<file path="src/sv/sphere_dir_to_cube_face_uv_top_assert.svh">
// Assertion macros used by the cube face selection top level.
`ifndef SPHERE_DIR_TO_CUBE_FACE_UV_TOP_ASSERT_SVH
`define SPHERE_DIR_TO_CUBE_FACE_UV_TOP_ASSERT_SVH

// Same-cycle implication, disabled during reset.
`define SDCF_ASSERT_NOW(lbl, ck, rs, ante, cons, msg) \
  lbl: assert property (@(posedge ck) disable iff (rs) (ante) |-> (cons)) else $error(msg);

// Implication with a fixed delay in cycles, disabled during reset.
`define SDCF_ASSERT_DELAY(lbl, ck, rs, ante, dly, cons, msg) \
  lbl: assert property (@(posedge ck) disable iff (rs) (ante) |-> ##dly (cons)) \
    else $error(msg);

`endif

</file>
<file path="src/sv/sdcf_pkg.sv">
// Shared types and constants for the cube face selection pipeline.
`default_nettype none
package sdcf_pkg;

  localparam int unsigned COMP_BITS_DEF = 24;
  localparam int unsigned FRAC_BITS_DEF = 15;

  // Cube face codes
  typedef enum logic [2:0] {
    FACE_POS_X = 3'd0,
    FACE_NEG_X = 3'd1,
    FACE_POS_Y = 3'd2,
    FACE_NEG_Y = 3'd3,
    FACE_POS_Z = 3'd4,
    FACE_NEG_Z = 3'd5
  } face_t;

  // Per-transaction control carried alongside the divider data
  typedef struct packed {
    face_t face;
    logic  zero;   // major magnitude is zero: both coordinates are zero
    logic  u_neg;
    logic  v_neg;
  } sdcf_ctl_t;

endpackage
`default_nettype wire

</file>
<file path="src/sv/sdcf_select.sv">
// Two-stage front end: component magnitudes, then face and minor selection.
`default_nettype none
module sdcf_select #(
  parameter int unsigned COMP_BITS = 24
) (
  input  wire logic                   clk,
  input  wire logic                   rst,
  input  wire logic                   in_valid,
  input  wire logic [COMP_BITS-1:0]   dir_x,
  input  wire logic [COMP_BITS-1:0]   dir_y,
  input  wire logic [COMP_BITS-1:0]   dir_z,
  output logic                        out_valid,
  output sdcf_pkg::sdcf_ctl_t         ctl,
  output logic [COMP_BITS-1:0]        major,
  output logic [COMP_BITS-1:0]        minor_u,
  output logic [COMP_BITS-1:0]        minor_v
);
  import sdcf_pkg::*;

  localparam logic [COMP_BITS-1:0] ONE_C = {{(COMP_BITS-1){1'b0}}, 1'b1};
  localparam logic [COMP_BITS-1:0] ZERO_C = '0;

  logic                 a_valid;
  logic                 a_neg_x, a_neg_y, a_neg_z;
  logic [COMP_BITS-1:0] a_mag_x, a_mag_y, a_mag_z;

  sdcf_ctl_t            ctl_next;
  logic [COMP_BITS-1:0] major_next, minor_u_next, minor_v_next;

  // Stage A valid
  always_ff @(posedge clk) begin
    if (rst) begin
      a_valid <= 1'b0;
    end else begin
      a_valid <= in_valid;
    end
  end

  // Stage A: sign and magnitude (most negative value maps to 2^(COMP_BITS-1))
  always_ff @(posedge clk) begin
    a_neg_x <= dir_x[COMP_BITS-1];
    a_neg_y <= dir_y[COMP_BITS-1];
    a_neg_z <= dir_z[COMP_BITS-1];
    a_mag_x <= dir_x[COMP_BITS-1] ? (~dir_x + ONE_C) : dir_x;
    a_mag_y <= dir_y[COMP_BITS-1] ? (~dir_y + ONE_C) : dir_y;
    a_mag_z <= dir_z[COMP_BITS-1] ? (~dir_z + ONE_C) : dir_z;
  end

  // Face choice: X wins ties over Y and Z, Y over Z
  always_comb begin
    ctl_next = '{face: FACE_POS_X, zero: 1'b0, u_neg: 1'b0, v_neg: 1'b0};
    major_next   = a_mag_x;
    minor_u_next = a_mag_z;
    minor_v_next = a_mag_y;
    priority if (a_mag_x >= a_mag_y && a_mag_x >= a_mag_z) begin
      major_next     = a_mag_x;
      ctl_next.face  = a_neg_x ? FACE_NEG_X : FACE_POS_X;
      minor_u_next   = a_mag_z;
      minor_v_next   = a_mag_y;
      ctl_next.v_neg = a_neg_y;
      ctl_next.u_neg = a_neg_x ? a_neg_z : ~a_neg_z;
    end else if (a_mag_y >= a_mag_z) begin
      major_next     = a_mag_y;
      ctl_next.face  = a_neg_y ? FACE_NEG_Y : FACE_POS_Y;
      minor_u_next   = a_mag_x;
      ctl_next.u_neg = a_neg_x;
      minor_v_next   = a_mag_z;
      ctl_next.v_neg = a_neg_y ? ~a_neg_z : a_neg_z;
    end else begin
      major_next     = a_mag_z;
      ctl_next.face  = a_neg_z ? FACE_NEG_Z : FACE_POS_Z;
      minor_u_next   = a_mag_x;
      ctl_next.u_neg = a_neg_z ? ~a_neg_x : a_neg_x;
      minor_v_next   = a_mag_y;
      ctl_next.v_neg = a_neg_y;
    end
    ctl_next.zero = (major_next == ZERO_C);
  end

  // Stage B valid
  always_ff @(posedge clk) begin
    if (rst) begin
      out_valid <= 1'b0;
    end else begin
      out_valid <= a_valid;
    end
  end

  // Stage B payload
  always_ff @(posedge clk) begin
    ctl     <= ctl_next;
    major   <= major_next;
    minor_u <= minor_u_next;
    minor_v <= minor_v_next;
  end

endmodule
`default_nettype wire

</file>
<file path="src/sv/sdcf_div_stage.sv">
// One restoring-division stage: one quotient bit for each of the two lanes.
`default_nettype none
module sdcf_div_stage #(
  parameter int unsigned COMP_BITS = 24,
  parameter int unsigned FRAC_BITS = 15,
  parameter bit          SHIFT     = 1'b1
) (
  input  wire logic                   clk,
  input  wire logic                   rst,
  input  wire logic                   in_valid,
  input  wire sdcf_pkg::sdcf_ctl_t    in_ctl,
  input  wire logic [COMP_BITS-1:0]   in_major,
  input  wire logic [COMP_BITS-1:0]   in_rem_u,
  input  wire logic [COMP_BITS-1:0]   in_rem_v,
  input  wire logic [FRAC_BITS:0]     in_quo_u,
  input  wire logic [FRAC_BITS:0]     in_quo_v,
  output logic                        out_valid,
  output sdcf_pkg::sdcf_ctl_t         out_ctl,
  output logic [COMP_BITS-1:0]        out_major,
  output logic [COMP_BITS-1:0]        out_rem_u,
  output logic [COMP_BITS-1:0]        out_rem_v,
  output logic [FRAC_BITS:0]          out_quo_u,
  output logic [FRAC_BITS:0]          out_quo_v
);
  import sdcf_pkg::*;

  logic [COMP_BITS:0] div_ext;
  logic [COMP_BITS:0] trial_u, trial_v;
  logic [COMP_BITS:0] diff_u, diff_v;
  logic               ge_u, ge_v;

  // Partial remainder stays below the divisor, so the doubled value fits
  always_comb begin
    div_ext = {1'b0, in_major};
    if (SHIFT) begin
      trial_u = {in_rem_u, 1'b0};
      trial_v = {in_rem_v, 1'b0};
    end else begin
      trial_u = {1'b0, in_rem_u};
      trial_v = {1'b0, in_rem_v};
    end
    ge_u   = (trial_u >= div_ext);
    ge_v   = (trial_v >= div_ext);
    diff_u = ge_u ? (trial_u - div_ext) : trial_u;
    diff_v = ge_v ? (trial_v - div_ext) : trial_v;
  end

  always_ff @(posedge clk) begin
    if (rst) begin
      out_valid <= 1'b0;
    end else begin
      out_valid <= in_valid;
    end
  end

  always_ff @(posedge clk) begin
    out_ctl   <= in_ctl;
    out_major <= in_major;
    out_rem_u <= diff_u[COMP_BITS-1:0];
    out_rem_v <= diff_v[COMP_BITS-1:0];
    out_quo_u <= {in_quo_u[FRAC_BITS-1:0], ge_u};
    out_quo_v <= {in_quo_v[FRAC_BITS-1:0], ge_v};
  end

endmodule
`default_nettype wire

</file>
<file path="src/sv/sphere_dir_to_cube_face_uv_top.sv">
// Top level of the cube-map face selection and face coordinate pipeline.
// Usage:
//   A direction (dir_x, dir_y, dir_z, two's complement, COMP_BITS each) is
//   taken as a transaction at a rising edge where start is high and busy is
//   low. busy is high only while rst is asserted; otherwise a transaction
//   may be issued on every cycle.
//   The result (face, u_coord, v_coord in Q1.FRAC_BITS) appears with done
//   high for exactly one cycle. Results come out in issue order.
//   Throughput is one transaction per cycle. The pipeline holds the two
//   front-end stages (magnitudes, then face choice), one restoring-division
//   stage per quotient bit (FRAC_BITS+1 of them, both coordinates in
//   parallel) and the output register.
//   The receiver cannot hold results off; done is a strobe only.
//   A synchronous reset drops every transaction in flight and clears done.
`default_nettype none
module sphere_dir_to_cube_face_uv_top #(
  parameter int unsigned COMP_BITS = sdcf_pkg::COMP_BITS_DEF,
  parameter int unsigned FRAC_BITS = sdcf_pkg::FRAC_BITS_DEF
) (
  input  wire logic                  clk,
  input  wire logic                  rst,
  input  wire logic                  start,
  output logic                       busy,
  input  wire logic [COMP_BITS-1:0]  dir_x,
  input  wire logic [COMP_BITS-1:0]  dir_y,
  input  wire logic [COMP_BITS-1:0]  dir_z,
  output logic                       done,
  output logic [2:0]                 face,
  output logic [FRAC_BITS+1:0]       u_coord,
  output logic [FRAC_BITS+1:0]       v_coord
);
  import sdcf_pkg::*;

  `include "sphere_dir_to_cube_face_uv_top_assert.svh"

  localparam int unsigned NSTAGE  = FRAC_BITS + 1;
  // Edges from the accepting edge to the edge that takes the result
  localparam int unsigned LATENCY = FRAC_BITS + 4;
  localparam logic [FRAC_BITS+1:0] CRD_ONE = {{(FRAC_BITS+1){1'b0}}, 1'b1};
  localparam logic [FRAC_BITS+1:0] CRD_UNIT = CRD_ONE << FRAC_BITS;

  logic                 accept;
  logic                 valid_s   [0:NSTAGE];
  sdcf_ctl_t            ctl_s     [0:NSTAGE];
  logic [COMP_BITS-1:0] major_s   [0:NSTAGE];
  logic [COMP_BITS-1:0] rem_u_s   [0:NSTAGE];
  logic [COMP_BITS-1:0] rem_v_s   [0:NSTAGE];
  logic [FRAC_BITS:0]   quo_u_s   [0:NSTAGE];
  logic [FRAC_BITS:0]   quo_v_s   [0:NSTAGE];

  logic [FRAC_BITS+1:0] u_next, v_next;

  assign busy   = rst;
  assign accept = start & ~busy;

  // Front end: magnitudes and face choice
  sdcf_select #(
    .COMP_BITS(COMP_BITS)
  ) u_select (
    .clk      (clk),
    .rst      (rst),
    .in_valid (accept),
    .dir_x    (dir_x),
    .dir_y    (dir_y),
    .dir_z    (dir_z),
    .out_valid(valid_s[0]),
    .ctl      (ctl_s[0]),
    .major    (major_s[0]),
    .minor_u  (rem_u_s[0]),
    .minor_v  (rem_v_s[0])
  );

  assign quo_u_s[0] = '0;
  assign quo_v_s[0] = '0;

  // Division chain: weight 2^FRAC_BITS first, so no doubling in stage 0
  for (genvar k = 0; k < NSTAGE; k++) begin : g_div
    sdcf_div_stage #(
      .COMP_BITS(COMP_BITS),
      .FRAC_BITS(FRAC_BITS),
      .SHIFT    (k != 0)
    ) u_stage (
      .clk      (clk),
      .rst      (rst),
      .in_valid (valid_s[k]),
      .in_ctl   (ctl_s[k]),
      .in_major (major_s[k]),
      .in_rem_u (rem_u_s[k]),
      .in_rem_v (rem_v_s[k]),
      .in_quo_u (quo_u_s[k]),
      .in_quo_v (quo_v_s[k]),
      .out_valid(valid_s[k+1]),
      .out_ctl  (ctl_s[k+1]),
      .out_major(major_s[k+1]),
      .out_rem_u(rem_u_s[k+1]),
      .out_rem_v(rem_v_s[k+1]),
      .out_quo_u(quo_u_s[k+1]),
      .out_quo_v(quo_v_s[k+1])
    );
  end

  // Apply sign; zero major gives zero coordinates
  always_comb begin
    u_next = {1'b0, quo_u_s[NSTAGE]};
    v_next = {1'b0, quo_v_s[NSTAGE]};
    if (ctl_s[NSTAGE].zero) begin
      u_next = '0;
      v_next = '0;
    end else begin
      if (ctl_s[NSTAGE].u_neg) begin
        u_next = ~u_next + CRD_ONE;
      end
      if (ctl_s[NSTAGE].v_neg) begin
        v_next = ~v_next + CRD_ONE;
      end
    end
  end

  // Output register
  always_ff @(posedge clk) begin
    if (rst) begin
      done <= 1'b0;
    end else begin
      done <= valid_s[NSTAGE];
    end
  end

  always_ff @(posedge clk) begin
    face    <= ctl_s[NSTAGE].face;
    u_coord <= u_next;
    v_coord <= v_next;
  end

  // Checks
  `SDCF_ASSERT_DELAY(a_done_follows_accept, clk, rst, accept, LATENCY, done,
    "accepted transaction did not produce a result")
  `SDCF_ASSERT_NOW(a_done_has_accept, clk, rst, done, $past(accept, LATENCY),
    "result strobe without a matching transaction")
  `SDCF_ASSERT_NOW(a_coord_range, clk, rst, done,
    ($signed(u_coord) <= $signed(CRD_UNIT)) && ($signed(u_coord) >= -$signed(CRD_UNIT))
    && ($signed(v_coord) <= $signed(CRD_UNIT)) && ($signed(v_coord) >= -$signed(CRD_UNIT)),
    "face coordinate outside [-1, 1]")

endmodule
`default_nettype wire

</file>
<file path="config.mk">
export PLATFORM = sky130hd
export DESIGN_NAME = sphere_dir_to_cube_face_uv_top
export DESIGN_NICKNAME = d
export VERILOG_FILES = /design/src/sv/sdcf_pkg.sv /design/src/sv/sdcf_select.sv /design/src/sv/sdcf_div_stage.sv /design/src/sv/sphere_dir_to_cube_face_uv_top.sv
export VERILOG_INCLUDE_DIRS = /design/src /design/src/sv
export SDC_FILE = /design/constraint.sdc
export NUM_CORES = 2
export LEC_CHECK = 0
export BUFFER_PORTS_ARGS = -buffer_cell sky130_fd_sc_hd__buf_2
export CAP_MARGIN = 20
export CORE_UTILIZATION = 45
export CTS_CLUSTER_SIZE = 8
export DETAILED_ROUTE_END_ITERATION = 10
export HOLD_SLACK_MARGIN = 0.15
export MAX_ROUTING_LAYER = met4
export SYNTH_ARGS = -nofsm -noshare
export SYNTH_HDL_FRONTEND = slang
export SYNTH_HIERARCHICAL = 1
export SYNTH_SLANG_ARGS = --single-unit
</file>
<file path="constraint.sdc">
create_clock -name clk -period 2.9 [get_ports clk]
set_input_delay 0.87 -clock clk [delete_from_list [all_inputs] [get_ports clk]]
set_output_delay 0.87 -clock clk [all_outputs]
set_load 0.02 [all_outputs]
</file>
==> metrics.csv <==
stage,metric,value,unit
run_status,status,finished with violations,
run_status,failing checks,setup timing,
finish,Layout area overhead,27.7,%
route,TritonRoute pass-1 iters,7,
min_path,Tightest Hold Check Type,input pin to flop,
timing,skew final,0.0500,ns
synthesis,Synth Warn #,6,
global_route,initial antenna violation count,7,
flow_run,max cap viols,0,
setup_path,max incr delay on CP,0.59,ns
clock_network,CTS clock-pin slew for the worst setup and hold paths,0.05,ns
timing,RSZ-0062 raised after global routing,yes,
die,core footprint,190000,sq um
place,DP Worst Slack,-0.651,ns
setup_path,critical path type,flop to flop,
timing,endpoints failing hold,0,
clock_network,root buffer cell,clkbuf_16,
route,Vias/cell,5.50,
setup_path,Setup crit start kind,flop,
synthesis,Syn Nets,10600,
timing,Worst Hold Margin,0.234,ns
place,GPL Wtd Cong,0.983,
clock_network,# clock sinks,1657,
finish,# nets final,12100,
timing,Tcrit/Tclk final,106,%
die,I/O pin count,114,
route,Final ANT Viol Nets,0,
route,Residual DRC,0,
setup_path,critical path's slowest cell,a2111o_2,
route,final wirelength,272,mm
setup_path,Crit Path Max Fanout,8,
timing,"Slew Viols, Final",0,
clock_network,CTS max path bufs,3,
route,Routed wire per std cell,19.8,microns
synthesis,Mapped Area,86300,sq um
place,port bufs,113,
place,Placed Cells,13300,
place,dpl hpwl,214,mm
setup_path,Setup crit end kind,flop,
timing,Setup-failing EPs final,4,
timing,Tmin final,3.09,ns
die,die area,194000,sq um
global_route,largest net degree at the start of global routing,43,
die,Die X,440,microns
setup_path,"Cell Chain, Critical Path",buf_6 > ha_4 > a21o_1 > a21o_1 > a21oi_2 > o21ai_4 > a2111o_2 > buf_6 > nand3_2 > o21ai_2 > or4_4 > nor4_4,
timing,f_max,324,MHz
clock_network,CTS Buf Count,227,
setup_path,"Arr. time, crit path",3.82,ns
clock_network,Worst-Skew Late Latency,0.87,ns
global_route,gr usage total,27.4,%
clock_network,H-tree levels,4,
timing,Slew @ Worst Pin,1.00,ns
setup_path,required time of the critical path,3.63,ns
global_route,number of global-route vias before repair,73300,
global_route,global route overflow,0,
global_route,first-pass GRT wire length,406,mm
die,initial core utilization,45.3,%
timing,post-route setup slack,-0.188,ns
finish,Layout Cells excl Fill,13700,
timing,Rel. slew slack,33.1,%
clock_network,TritonCTS clock tree,done,
die,Die Span Y,440,microns
finish,final core occ,57.9,%
route,initial DRC count,5239,
synthesis,"Avg Cell Area, Syn",8.92,sq um
die,number of cell rows,160,
synthesis,cells after synthesis,9677,
finish,share of cells above drive strength 1,24.0,%
route,DR vias,75600,
## worst max-delay path: cells and delay by family (launching register included)
family / cells / cell delay, ns
buffers and inverters: 2 / 0.30
and+or+nand+nor: 3 / 0.87
DFF: 1 / 0.33
adders and majority gates: 1 / 0.23
AOI/OAI and AO/OA: 6 / 1.24
## area by class of cell
| class | instances | area (sq um) |
|---|---|---|
| Antenna cell | 4 | 10.0 |
| Tap cell | 2511 | 3140 |
| Timing Repair Buffer | 1524 | 12300 |
| Multi-Input combinational cell | 7074 | 52500 |
| Inverter | 710 | 2680 |
| Clock buffer | 242 | 5820 |
| Fill cell | 16700 | 80200 |
| Clock inverter | 15 | 382 |
| Sequential cell | 1657 | 33300 |
## cell usage in the layout, fill, tap and decap left out, types with 95 or more instances in the layout
cell / count
xor2_1: 273
xnor2_1: 317
buf_4: 1297
nor2_1: 778
o211ai_1: 103
o21ai_0: 593
a21o_1: 283
ha_1: 749
inv_1: 687
and2_1: 95
mux2_2: 101
nand2b_1: 113
a31oi_1: 106
nor2b_1: 109
clkbuf_16: 249
dfxtp_1: 1561
a21oi_1: 695
o21a_1: 129
buf_2: 116
nand3_1: 186
nand2_1: 676
nand4_1: 109
## sequential cells by signal, summed over array words and instances (netlist names), 96 cells and up
| register | count |
|---|---|
| g_div.u_stage/out_major | 360 |
| g_div.u_stage/out_rem_u | 360 |
| g_div.u_stage/out_rem_v | 360 |
| g_div.u_stage/out_quo_u | 136 |
| g_div.u_stage/out_quo_v | 136 |
| g_div.u_stage/out_ctl | 96 |
## worst paths after layout
path / to / start / slack, ns / depth (start not counted)
setup / recovery: u_select/ctl[2]$_DFF_P_ / u_select/a_mag_x[9]$_DFF_P_ / -0.19 / 12
hold / removal: u_select/a_mag_y[0]$_DFF_P_ / dir_y[0] / 0.23 / 1
setup reg to reg: u_select/ctl[2]$_DFF_P_ / u_select/a_mag_x[9]$_DFF_P_ / -0.19 / 12
hold reg to reg: g_div[14].u_stage/out_quo_u[11]$_DFF_P_ / g_div[13].u_stage/out_quo_u[10]$_DFF_P_ / 0.31 / 0
## metal layers
layer	part of all wire (%)	routed length [microns]	up-vias	global-route usage [%]
li1	-	-	37300	-
met1	45	124000	35900	35.7
met5	0	0	-	-
met3	5.0	13500	408	3.19
met2	47	128000	1975	44.9
met4	2.5	6710	0	7.12
## what timing repair did
item | in CTS | in global routing
setup buffers | 27 | 92
endpoints found under the hold margin | 0 | 0
setup endpoints to repair | 319 | 585
hold buffers | 0 | 0
gates resized for setup | 126 | 680
pin swaps | 46 | 228
gates cloned | 6 | 25
## per-stage QoR
| stage | instance area, sq um | TNS, ns |
|---|---|---|
| after floorplan | 86300 | 0 |
| after global placement | 98700 | -18.23 |
| after detailed placement | 98700 | -30.64 |
| after CTS | 106000 | -0.737 |
| after global routing | 110000 | -2.98 |
| final | 110000 | -0.206 |
Power is not shown: default switching activity piles up to over one toggle a cycle in this logic, so the estimate is an artifact.
